<file path="src/arp_cache_and_responder_defines.svh">
// assertion macros shared by the arp engine
`ifndef ARP_CACHE_AND_RESPONDER_DEFINES_SVH
`define ARP_CACHE_AND_RESPONDER_DEFINES_SVH

// same-cycle implication, sampled on clk, off during reset
`define ARPC_ASSERT_NOW(lbl, ante, cons) \
  lbl: assert property (@(posedge clk) disable iff (!rst_n) (ante) |-> (cons)) \
    else $error("%m: check failed");

// next-cycle implication, sampled on clk, off during reset
`define ARPC_ASSERT_NEXT(lbl, ante, cons) \
  lbl: assert property (@(posedge clk) disable iff (!rst_n) (ante) |=> (cons)) \
    else $error("%m: check failed");

`endif

</file>
<file path="src/arpc_pkg.sv">
package arpc_pkg;

  // default number of cache cells
  localparam int unsigned CACHE_DEPTH_DEF = 16;

  // input operation codes
  localparam logic [1:0] OP_FRAME   = 2'd0;
  localparam logic [1:0] OP_RESOLVE = 2'd1;
  localparam logic [1:0] OP_TICK    = 2'd2;

  // arp protocol constants
  localparam logic [47:0] ARP_HDR_IPV4   = 48'h000108000604;
  localparam logic [15:0] ARP_OP_REQUEST = 16'd1;
  localparam logic [15:0] ARP_OP_REPLY   = 16'd2;
  localparam logic [1:0]  FRM_OP_REQUEST = 2'd1;
  localparam logic [1:0]  FRM_OP_REPLY   = 2'd2;
  localparam logic [47:0] MAC_BROADCAST  = 48'hFFFF_FFFF_FFFF;

  // result status codes
  localparam logic [3:0] STS_OK       = 4'd0;
  localparam logic [3:0] STS_BAD_HDR  = 4'd1;
  localparam logic [3:0] STS_OWN      = 4'd2;
  localparam logic [3:0] STS_MISMATCH = 4'd3;
  localparam logic [3:0] STS_NOT_OURS = 4'd4;
  localparam logic [3:0] STS_UNASKED  = 4'd5;
  localparam logic [3:0] STS_LOCAL    = 4'd6;
  localparam logic [3:0] STS_HIT      = 4'd7;
  localparam logic [3:0] STS_SENT     = 4'd8;
  localparam logic [3:0] STS_RESOLVED = 4'd9;
  localparam logic [3:0] STS_RETRY    = 4'd10;
  localparam logic [3:0] STS_FAILED   = 4'd11;
  localparam logic [3:0] STS_BUSY     = 4'd12;

  // configuration register indexes
  localparam int unsigned CFG_IDX_W = 3;
  localparam logic [CFG_IDX_W-1:0] CFG_LOCAL_IP   = 3'd0;
  localparam logic [CFG_IDX_W-1:0] CFG_LOCAL_MAC  = 3'd1;
  localparam logic [CFG_IDX_W-1:0] CFG_CACHE_TTL  = 3'd2;
  localparam logic [CFG_IDX_W-1:0] CFG_RETRY_INTV = 3'd3;
  localparam logic [CFG_IDX_W-1:0] CFG_RETRY_CNT  = 3'd4;

  // configuration reset values
  localparam logic [15:0] TTL_RST        = 16'd60;
  localparam logic [15:0] RETRY_INTV_RST = 16'd1;
  localparam logic [3:0]  RETRY_CNT_RST  = 4'd3;

  typedef struct packed {
    logic [1:0]  op;
    logic [47:0] hdr_fixed;
    logic [15:0] arp_opcode;
    logic [47:0] sender_mac;
    logic [31:0] sender_ip;
    logic [31:0] target_ip;
    logic [47:0] link_src_mac;
    logic [31:0] query_ip;
  } arpc_in_t;

  typedef struct packed {
    logic [3:0]  status;
    logic        send_frame;
    logic [1:0]  frame_opcode;
    logic [47:0] frame_dest_mac;
    logic [47:0] frame_target_mac;
    logic [31:0] frame_target_ip;
    logic        resolve_done;
    logic        resolve_ok;
    logic [47:0] resolved_mac;
  } arpc_out_t;

  // one cache entry as it travels along the chain
  typedef struct packed {
    logic        valid;
    logic [31:0] ip;
    logic [47:0] mac;
    logic [31:0] expiry;
  } arpc_entry_t;

  // per-cycle command broadcast to every cell
  typedef struct packed {
    logic shift_all;
    logic shift_match;
    logic load;
  } arpc_ctl_t;

  typedef enum logic [2:0] {
    ST_IDLE,
    ST_DECODE,
    ST_PURGE,
    ST_REMOVE,
    ST_EVICT,
    ST_APPEND,
    ST_LOOKUP,
    ST_TICK
  } arpc_state_t;

endpackage

</file>
<file path="src/arpc_cell.sv">
module arpc_cell (
  input  logic                  clk,
  input  logic                  rst_n,
  input  arpc_pkg::arpc_ctl_t   ctl,
  input  arpc_pkg::arpc_entry_t nbr_i,
  input  arpc_pkg::arpc_entry_t ld_i,
  input  logic [31:0]           key,
  input  logic                  prev_valid,
  input  logic                  prev_match,
  input  logic [47:0]           prev_mac,
  output arpc_pkg::arpc_entry_t ent_o,
  output logic                  match_o,
  output logic [47:0]           mac_o
);

  logic        valid_r, valid_nxt;
  logic [31:0] ip_r, ip_nxt;
  logic [47:0] mac_r, mac_nxt;
  logic [31:0] exp_r, exp_nxt;
  logic        own_match;
  logic        shift;
  logic        load;

  // match chain: first matching cell from the head wins
  always_comb begin
    own_match = valid_r && (ip_r == key);
    match_o   = prev_match || own_match;
    mac_o     = (!prev_match && own_match) ? mac_r : prev_mac;
  end

  // shift from the right neighbor, or take the new entry at the first free cell
  always_comb begin
    shift     = ctl.shift_all || (ctl.shift_match && match_o);
    load      = ctl.load && !valid_r && prev_valid;
    valid_nxt = valid_r;
    ip_nxt    = ip_r;
    mac_nxt   = mac_r;
    exp_nxt   = exp_r;
    if (shift) begin
      valid_nxt = nbr_i.valid;
      ip_nxt    = nbr_i.ip;
      mac_nxt   = nbr_i.mac;
      exp_nxt   = nbr_i.expiry;
    end else if (load) begin
      valid_nxt = 1'b1;
      ip_nxt    = ld_i.ip;
      mac_nxt   = ld_i.mac;
      exp_nxt   = ld_i.expiry;
    end
  end

  always_ff @(posedge clk) begin
    if (!rst_n) begin
      valid_r <= 1'b0;
    end else begin
      valid_r <= valid_nxt;
    end
  end

  always_ff @(posedge clk) begin
    ip_r  <= ip_nxt;
    mac_r <= mac_nxt;
    exp_r <= exp_nxt;
  end

  assign ent_o = '{valid: valid_r, ip: ip_r, mac: mac_r, expiry: exp_r};

endmodule

</file>
<file path="src/arp_cache_and_responder.sv">
// channel   ports                              transaction when
// input     start, busy, in_item               start high and busy low at clk
// result    out_valid, out_result              out_valid high, one cycle, no stall
// config    cfg_we, cfg_index, cfg_wdata       cfg_we high at clk
//
// an item runs in the control sequencer over a chain of cache cells, head = oldest.
// bad frames, local resolves and unknown ops are answered straight from the decode state.
// resolve runs purge then lookup, tick runs purge then tick, accepted frames run purge,
// remove, evict and append; purge drops expired head entries, one chain shift per cycle.
// synchronous active-low reset empties the cache and clears the resolver.
// the result strobe rises in the same cycle busy falls; results cannot be held off.
`include "arp_cache_and_responder_defines.svh"

module arp_cache_and_responder #(
  parameter int unsigned CACHE_DEPTH = arpc_pkg::CACHE_DEPTH_DEF
) (
  input  logic                              clk,
  input  logic                              rst_n,
  input  logic                              start,
  output logic                              busy,
  input  arpc_pkg::arpc_in_t                in_item,
  output logic                              out_valid,
  output arpc_pkg::arpc_out_t               out_result,
  input  logic                              cfg_we,
  input  logic [arpc_pkg::CFG_IDX_W-1:0]    cfg_index,
  input  logic [47:0]                       cfg_wdata
);

  arpc_pkg::arpc_state_t state_r, state_nxt;
  arpc_pkg::arpc_in_t    item_r, item_nxt;
  arpc_pkg::arpc_out_t   out_r, out_nxt, res;
  logic                  out_valid_r, out_valid_nxt;
  logic                  emit;
  logic [31:0]           now_r, now_nxt;
  logic [31:0]           pending_ip_r, pending_ip_nxt;
  logic                  waiting_r, waiting_nxt;
  logic [3:0]            tries_r, tries_nxt;
  logic [15:0]           timer_r, timer_nxt;

  logic [31:0]           local_ip_r;
  logic [47:0]           local_mac_r;
  logic [15:0]           ttl_r;
  logic [15:0]           intv_r;
  logic [3:0]            rcnt_r;
  logic [15:0]           intv_eff;
  logic [3:0]            rcnt_eff;

  arpc_pkg::arpc_ctl_t   ctl;
  arpc_pkg::arpc_entry_t ld_ent;
  arpc_pkg::arpc_entry_t ent [CACHE_DEPTH];
  logic                  match_c [CACHE_DEPTH];
  logic [47:0]           mac_c [CACHE_DEPTH];
  logic [CACHE_DEPTH-1:0] ent_valid;
  logic [31:0]           key;
  logic [31:0]           head_d;
  logic                  head_dead;
  logic                  hit;
  logic [47:0]           hit_mac;

  // configuration registers
  always_ff @(posedge clk) begin
    if (!rst_n) begin
      local_ip_r  <= '0;
      local_mac_r <= '0;
      ttl_r       <= arpc_pkg::TTL_RST;
      intv_r      <= arpc_pkg::RETRY_INTV_RST;
      rcnt_r      <= arpc_pkg::RETRY_CNT_RST;
    end else if (cfg_we) begin
      unique case (cfg_index)
        arpc_pkg::CFG_LOCAL_IP:   local_ip_r  <= cfg_wdata[31:0];
        arpc_pkg::CFG_LOCAL_MAC:  local_mac_r <= cfg_wdata;
        arpc_pkg::CFG_CACHE_TTL:  ttl_r       <= cfg_wdata[15:0];
        arpc_pkg::CFG_RETRY_INTV: intv_r      <= cfg_wdata[15:0];
        arpc_pkg::CFG_RETRY_CNT:  rcnt_r      <= cfg_wdata[3:0];
        default: ;
      endcase
    end
  end

  // zero interval or count act as one
  assign intv_eff = (intv_r == '0) ? 16'd1 : intv_r;
  assign rcnt_eff = (rcnt_r == '0) ? 4'd1 : rcnt_r;

  // the cache chain
  assign key    = (item_r.op == arpc_pkg::OP_FRAME) ? item_r.sender_ip : item_r.query_ip;
  assign ld_ent = '{valid: 1'b1, ip: item_r.sender_ip, mac: item_r.sender_mac,
                    expiry: now_r + {16'd0, ttl_r}};

  for (genvar g = 0; g < CACHE_DEPTH; g++) begin : g_cell
    arpc_pkg::arpc_entry_t nbr;
    logic                  pv;
    logic                  pm;
    logic [47:0]           pmac;

    if (g == CACHE_DEPTH - 1) begin : g_tail
      assign nbr = '{valid: 1'b0, ip: ld_ent.ip, mac: ld_ent.mac, expiry: ld_ent.expiry};
    end else begin : g_mid
      assign nbr = ent[g+1];
    end

    if (g == 0) begin : g_head
      assign pv   = 1'b1;
      assign pm   = 1'b0;
      assign pmac = '0;
    end else begin : g_body
      assign pv   = ent[g-1].valid;
      assign pm   = match_c[g-1];
      assign pmac = mac_c[g-1];
    end

    arpc_cell u_cell (
      .clk        (clk),
      .rst_n      (rst_n),
      .ctl        (ctl),
      .nbr_i      (nbr),
      .ld_i       (ld_ent),
      .key        (key),
      .prev_valid (pv),
      .prev_match (pm),
      .prev_mac   (pmac),
      .ent_o      (ent[g]),
      .match_o    (match_c[g]),
      .mac_o      (mac_c[g])
    );

    assign ent_valid[g] = ent[g].valid;
  end

  assign hit     = match_c[CACHE_DEPTH-1];
  assign hit_mac = mac_c[CACHE_DEPTH-1];

  // head entry is alive while expiry - now lies in 1 .. 2^31-1
  assign head_d    = ent[0].expiry - now_r;
  assign head_dead = ent[0].valid && ((head_d == '0) || head_d[31]);

  // sequencer
  always_comb begin
    state_nxt      = state_r;
    item_nxt       = item_r;
    out_nxt        = out_r;
    out_valid_nxt  = 1'b0;
    now_nxt        = now_r;
    pending_ip_nxt = pending_ip_r;
    waiting_nxt    = waiting_r;
    tries_nxt      = tries_r;
    timer_nxt      = timer_r;
    ctl            = '0;
    res            = '0;
    emit           = 1'b0;

    unique case (state_r)
      arpc_pkg::ST_IDLE: begin
        if (start) begin
          item_nxt  = in_item;
          state_nxt = arpc_pkg::ST_DECODE;
        end
      end

      arpc_pkg::ST_DECODE: begin
        case (item_r.op)
          arpc_pkg::OP_FRAME: begin
            if (item_r.hdr_fixed != arpc_pkg::ARP_HDR_IPV4) begin
              res.status = arpc_pkg::STS_BAD_HDR;
              emit       = 1'b1;
            end else if (item_r.sender_mac == local_mac_r) begin
              res.status = arpc_pkg::STS_OWN;
              emit       = 1'b1;
            end else if (item_r.sender_mac != item_r.link_src_mac) begin
              res.status = arpc_pkg::STS_MISMATCH;
              emit       = 1'b1;
            end else begin
              state_nxt = arpc_pkg::ST_PURGE;
            end
          end
          arpc_pkg::OP_RESOLVE: begin
            if (item_r.query_ip == local_ip_r) begin
              res.status       = arpc_pkg::STS_LOCAL;
              res.resolve_done = 1'b1;
              res.resolve_ok   = 1'b1;
              res.resolved_mac = local_mac_r;
              emit             = 1'b1;
            end else begin
              state_nxt = arpc_pkg::ST_PURGE;
            end
          end
          arpc_pkg::OP_TICK: begin
            now_nxt   = now_r + 32'd1;
            state_nxt = arpc_pkg::ST_PURGE;
          end
          default: begin
            res.status = arpc_pkg::STS_OK;
            emit       = 1'b1;
          end
        endcase
      end

      // drop expired entries from the head, one per cycle
      arpc_pkg::ST_PURGE: begin
        if (head_dead) begin
          ctl.shift_all = 1'b1;
        end else if (item_r.op == arpc_pkg::OP_FRAME) begin
          state_nxt = arpc_pkg::ST_REMOVE;
        end else if (item_r.op == arpc_pkg::OP_RESOLVE) begin
          state_nxt = arpc_pkg::ST_LOOKUP;
        end else begin
          state_nxt = arpc_pkg::ST_TICK;
        end
      end

      // close the gap left by an existing entry for the sender
      arpc_pkg::ST_REMOVE: begin
        ctl.shift_match = 1'b1;
        state_nxt       = arpc_pkg::ST_EVICT;
      end

      // make room when full
      arpc_pkg::ST_EVICT: begin
        ctl.shift_all = ent_valid[CACHE_DEPTH-1];
        state_nxt     = arpc_pkg::ST_APPEND;
      end

      // append at the tail and answer the frame
      arpc_pkg::ST_APPEND: begin
        ctl.load = 1'b1;
        emit     = 1'b1;
        if (item_r.target_ip != local_ip_r) begin
          res.status = arpc_pkg::STS_NOT_OURS;
        end else if (item_r.arp_opcode == arpc_pkg::ARP_OP_REQUEST) begin
          res.status           = arpc_pkg::STS_OK;
          res.send_frame       = 1'b1;
          res.frame_opcode     = arpc_pkg::FRM_OP_REPLY;
          res.frame_dest_mac   = item_r.sender_mac;
          res.frame_target_mac = item_r.sender_mac;
          res.frame_target_ip  = item_r.sender_ip;
        end else if (item_r.arp_opcode == arpc_pkg::ARP_OP_REPLY) begin
          if (waiting_r && (item_r.sender_ip == pending_ip_r)) begin
            waiting_nxt      = 1'b0;
            timer_nxt        = '0;
            tries_nxt        = '0;
            res.status       = arpc_pkg::STS_RESOLVED;
            res.resolve_done = 1'b1;
            res.resolve_ok   = 1'b1;
            res.resolved_mac = item_r.sender_mac;
          end else begin
            res.status = arpc_pkg::STS_UNASKED;
          end
        end else begin
          res.status = arpc_pkg::STS_OK;
        end
      end

      arpc_pkg::ST_LOOKUP: begin
        emit = 1'b1;
        if (hit) begin
          res.status       = arpc_pkg::STS_HIT;
          res.resolve_done = 1'b1;
          res.resolve_ok   = 1'b1;
          res.resolved_mac = hit_mac;
        end else if (waiting_r) begin
          res.status = arpc_pkg::STS_BUSY;
        end else begin
          pending_ip_nxt       = item_r.query_ip;
          waiting_nxt          = 1'b1;
          tries_nxt            = rcnt_eff - 4'd1;
          timer_nxt            = intv_eff;
          res.status           = arpc_pkg::STS_SENT;
          res.send_frame       = 1'b1;
          res.frame_opcode     = arpc_pkg::FRM_OP_REQUEST;
          res.frame_dest_mac   = arpc_pkg::MAC_BROADCAST;
          res.frame_target_mac = arpc_pkg::MAC_BROADCAST;
          res.frame_target_ip  = item_r.query_ip;
        end
      end

      // retry timer and retransmission
      arpc_pkg::ST_TICK: begin
        emit       = 1'b1;
        res.status = arpc_pkg::STS_OK;
        if (waiting_r) begin
          if (timer_r > 16'd1) begin
            timer_nxt = timer_r - 16'd1;
          end else if (tries_r != '0) begin
            tries_nxt            = tries_r - 4'd1;
            timer_nxt            = intv_eff;
            res.status           = arpc_pkg::STS_RETRY;
            res.send_frame       = 1'b1;
            res.frame_opcode     = arpc_pkg::FRM_OP_REQUEST;
            res.frame_dest_mac   = arpc_pkg::MAC_BROADCAST;
            res.frame_target_mac = arpc_pkg::MAC_BROADCAST;
            res.frame_target_ip  = pending_ip_r;
          end else begin
            waiting_nxt      = 1'b0;
            timer_nxt        = '0;
            res.status       = arpc_pkg::STS_FAILED;
            res.resolve_done = 1'b1;
          end
        end
      end

      default: state_nxt = arpc_pkg::ST_IDLE;
    endcase

    if (emit) begin
      out_nxt       = res;
      out_valid_nxt = 1'b1;
      state_nxt     = arpc_pkg::ST_IDLE;
    end
  end

  always_ff @(posedge clk) begin
    if (!rst_n) begin
      state_r      <= arpc_pkg::ST_IDLE;
      out_valid_r  <= 1'b0;
      now_r        <= '0;
      pending_ip_r <= '0;
      waiting_r    <= 1'b0;
      tries_r      <= '0;
      timer_r      <= '0;
    end else begin
      state_r      <= state_nxt;
      out_valid_r  <= out_valid_nxt;
      now_r        <= now_nxt;
      pending_ip_r <= pending_ip_nxt;
      waiting_r    <= waiting_nxt;
      tries_r      <= tries_nxt;
      timer_r      <= timer_nxt;
    end
  end

  // transaction payload registers
  always_ff @(posedge clk) begin
    item_r <= item_nxt;
    out_r  <= out_nxt;
  end

  assign busy       = (state_r != arpc_pkg::ST_IDLE);
  assign out_valid  = out_valid_r;
  assign out_result = out_r;

  // checks
  `ARPC_ASSERT_NEXT(a_accept_busy, start && !busy, busy)
  `ARPC_ASSERT_NOW(a_strobe_idle, out_valid, !busy)
  `ARPC_ASSERT_NOW(a_chain_packed, 1'b1, ((ent_valid + CACHE_DEPTH'(1)) & ent_valid) == '0)
  `ARPC_ASSERT_NOW(a_ok_done, out_valid && out_result.resolve_ok, out_result.resolve_done)

endmodule
</file>
<file path="config.mk">
export PLATFORM = sky130hd
export DESIGN_NAME = arp_cache_and_responder
export DESIGN_NICKNAME = d
export VERILOG_FILES = /design/src/arpc_pkg.sv /design/src/arpc_cell.sv /design/src/arp_cache_and_responder.sv
export VERILOG_INCLUDE_DIRS = /design/src /design/src/src
export SDC_FILE = /design/constraint.sdc
export NUM_CORES = 2
export LEC_CHECK = 0
export ABC_AREA = 1
export BUFFER_PORTS_ARGS = -buffer_cell sky130_fd_sc_hd__buf_4
export CORE_MARGIN = 4
export CORE_UTILIZATION = 50
export DETAILED_ROUTE_END_ITERATION = 10
export GPL_TIMING_DRIVEN = 0
export PLACE_DENSITY = 0.76
export SYNTH_ARGS = -nofsm -noshare
export SYNTH_HDL_FRONTEND = slang
export SYNTH_SLANG_ARGS = --single-unit
</file>
<file path="constraint.sdc">
create_clock -name clk -period 20.2 [get_ports clk]
set_input_delay 2.02 -clock clk [delete_from_list [all_inputs] [get_ports clk]]
set_output_delay 2.02 -clock clk [all_outputs]
set_load 0.05 [all_outputs]
</file>
==> flow_summary_export.csv <==
group,metric,value,unit
run_status,outcome,"finished, violations left",
run_status,violations,"capacitance limit, slew limit",
worst_setup_path,rr_endpoint,"g_cell[13].u_cell.ip_r[0]",
cells_and_area,drive_gt1_frac,0.112,
route,viasPerCell,6.19,
sta,max_slew.worst_pin.slew,1.50,ns
route,wire_per_inst,31.5,um
route,drt_iter0_drc,17161,
yosys,syn_area,120000,um2
route,drc,0,
place,finalWeightedCongestion,1.09,
sta,final-hold-violation-count,0,
floorplan,die_w,499,um
pwr,swShare,0.344,
pwr,pwr-share-seq,0.427,
place,place_ws,11.13,ns
cts,cts_buffer_depth,4,
cts,postCtsSetupBuffers,0,
worst_setup_path,cpMostUsedCell,"nand2_1",
route,firstDrtPassIters,8,
yosys,synth_ff_type,"edfxtp_1",
floorplan,row_count,179,
worst_setup_path,crit_end,"g_cell[13].u_cell.ip_r[0]",
global_routing,grt_max_degree,62,
yosys,ys_async_sr_fraction,0,
worst_setup_path,endpoint_kind,"register",
sta,setup_tns,0,ns
job,max_cap_viol_count,3,
route,ant_nets,0,
hold_path,worstHoldPathCells,1,
sta,fin_crit_sh,0.491,
pwr,switchingPower,0.00500,W
cts,cts.hold.buffers_added,0,
yosys,netlist_instances,13197,
worst_setup_path,path_cells,"clkbuf_1 > nand2_1 > nand2_1 > clkbuf_1 > buf_1 > o22ai_1 > nor2_1 > nand4_1 > nor4b_1 > nand4_1 > nand4_1 > nor2_1 > nand3_1 > nand2_1 > nand2_1 > buf_2 > buf_2 > nand2_1 > o21ai_0",
hold_path,worst_hold_startpoint,"now_r[25]",
yosys,yosys_warnings,0,
yosys,synth_cell_types,63,
cts,clock_latency,0.98,ns
cts,ctsHtreeMaxLevel,5,
pwr,vdd_ir_drop_max,0.113,mV
sta,min_period,9.92,ns
cts,numCtsBuffers,286,
worst_setup_path,crit_type,"register to register",
yosys,ys_ff_latch,2408,
route,vias,108120,
global_routing,grt_pass1_wl,752000,um
pwr,total_power,0.0145,W
pwr,pwr-share-comb,0.231,
cells_and_area,synthToLayoutAreaGrowth,14.8,%
cells_and_area,layout_commonest_cell,"nand2_1",
yosys,synthesis.nets,13563,
worst_setup_path,reg2reg_slack,10.28,ns
sta,setup_viol,0,
worst_setup_path,slowest_stage,"buf_2",
cells_and_area,finalNetCount,14424,
floorplan,start_util,0.504,
pwr,p_int,0.00954,W
sta,worst_slack,10.28,ns
global_routing,grt.total_usage,0.427,
cts,cts-resized-gates,0,
cells_and_area,final_util,0.579,
place,port_buffers,498,
global_routing,grt_pass1_vias,99586,
worst_setup_path,required,20.88,ns
worst_setup_path,crit_fanout,10,
cells_and_area,n_fill_cell,21244,
cts,clk_pin_slew,0.06,ns
cts,clock_sinks,2408,
worst_setup_path,critPathBufInv,5,
floorplan,die_y,499,um
place,dp_hpwl,435000,um
cells_and_area,mostFrequentLayoutCells,"nand2_1, edfxtp_1, o21ai_0",
hold_path,hold_path_class,"register to register",
route,wirelength,551000,um
yosys,avgSynthCellArea,9.12,um2
worst_setup_path,path_delay_family,"buffers and inverters",
pwr,powerDensity,105,nW/um2
worst_setup_path,startpoint,"g_cell[15].nbr[85]",
worst_setup_path,cp.depth,19,
worst_setup_path,timing.rr.start,"g_cell[15].nbr[85]",
cts,cts_tree,"built",
worst_setup_path,rr_worst_depth,19,
worst_setup_path,cp.arrival,10.60,ns
sta,fmax,0.101,GHz
global_routing,antenna_found_initial,82,
cts,cts-root-buf,"clkbuf_16",
floorplan,ioPinCount,500,
global_routing,overflow,0,
yosys,ys_seq_area_frac,0.582,
worst_setup_path,worst_path_largest_cell_delay,1.00,ns
worst_setup_path,crit_path_start_kind,"register",
floorplan,core_area,239000,um2
sta,clock_skew,0.121,ns
sta,slew_viol_final,10,
floorplan,die_area,249000,um2
pwr,p_leak,50.5,nW
pwr,clockPowerShare,0.341,
sta,grt_setup_unrepaired,"false",
yosys,synth_edf_count,2187,
sta,slew_headroom,-0.00217,
cells in the mapped netlist, types with 27 or more instances:
| cell type | instances | area [um2] |
|---|---|---|
| dfxtp_1 | 221 | 4420 |
| nor3_1 | 143 | 716 |
| nand2_1 | 3992 | 15000 |
| buf_2 | 203 | 1020 |
| o2111ai_1 | 27 | 236 |
| xnor2_1 | 114 | 998 |
| xor2_1 | 211 | 1850 |
| edfxtp_1 | 2187 | 65700 |
| o21ai_0 | 2098 | 10500 |
| buf_4 | 60 | 450 |
| ha_1 | 51 | 638 |
| o22ai_1 | 142 | 888 |
| or2_2 | 295 | 1850 |
| a21oi_1 | 332 | 1660 |
| nand3_1 | 322 | 1610 |
| inv_1 | 958 | 3600 |
| buf_1 | 33 | 124 |
| nand3b_1 | 113 | 848 |
| nor4_1 | 123 | 769 |
| clkbuf_1 | 587 | 2200 |
| nand4_1 | 233 | 1460 |
| o21ai_1 | 92 | 460 |
| nor2_1 | 424 | 1590 |
logic make-up (layout without fill, tap and decap cells):
logic type,count (synthesis),in the layout,share of synthesized area
adders and majority gates,53,53,0.00563
AOI/OAI and AO/OA,2828,2828,0.124
DFF,2408,2408,0.582
xor gates and xnor gates,325,325,0.0236
and+or+nand+nor,5722,5722,0.203
other,0,53,0
buffers and inverters,1861,2923,0.0622
per-stage QoR:
stage	hold slack, ns	area (um2)	cells
6_report	0.463	138000	17479
5_1_grt	0.484	138000	17441
3_3_place_gp	0.445	128000	16862
2_1_floorplan	0.422	120000	13197
3_5_place_dp	0.453	129000	16937
4_1_cts	0.462	138000	17426
sequential cells by signal (all words and copies together) (netlist names), 48 cells and up:
register and cells:
g_cell.u_cell.mac_r 768, g_cell.u_cell.exp_r 512, g_cell.u_cell.ip_r 512, item_r 178
out_result 137, g_cell.nbr 80, local_mac_r 48
how the worst min path moves through the flow:
stage,end
floorplan,now_r[25]
global placement,now_r[25]
detailed placement,now_r[25]
CTS,now_r[25]
global route,pending_ip_r[23]
finish,now_r[25]
final cells by class:
type | instances | area [um2] | share of cell area
flip-flops and latches | 2408 | 70100 | 0.507
multi-input cells | 8928 | 43000 | 0.311
clock buffers | 367 | 7660 | 0.0554
repair buffers | 573 | 4980 | 0.0360
well taps | 3167 | 3960 | 0.0287
plain buffers | 888 | 3850 | 0.0278
inverters | 973 | 3650 | 0.0264
clock inverters | 122 | 966 | 0.00699
diodes | 53 | 133 | 0.000959
worst register-to-register path, delay by kind of cell, from the launching register on:
family,cells,cell delay (ns)
AO/OA/AOI/OAI,2,0.36
AND/OR/NAND/NOR,12,4.09
flip-flops,1,0.71
buffers and inverters,5,4.49
routing by layer:
layer | routed length, um | GRT usage
met1 | 201000 | 0.543
met5 | 313 | 0
met4 | 46400 | 0.303
met3 | 69900 | 0.124
met2 | 234000 | 0.625
power by group through the flow:
stage               combinational (W)  clock, W  sequential, W
finish                        0.00336   0.00496        0.00622
global route                  0.00344   0.00515        0.00621
CTS                           0.00325   0.00495        0.00619
detailed placement            0.00324         0        0.00629
global placement              0.00318         0        0.00646
floorplan                     0.00149         0        0.00652
No activity file was read; power rests on OpenSTA's default activity.
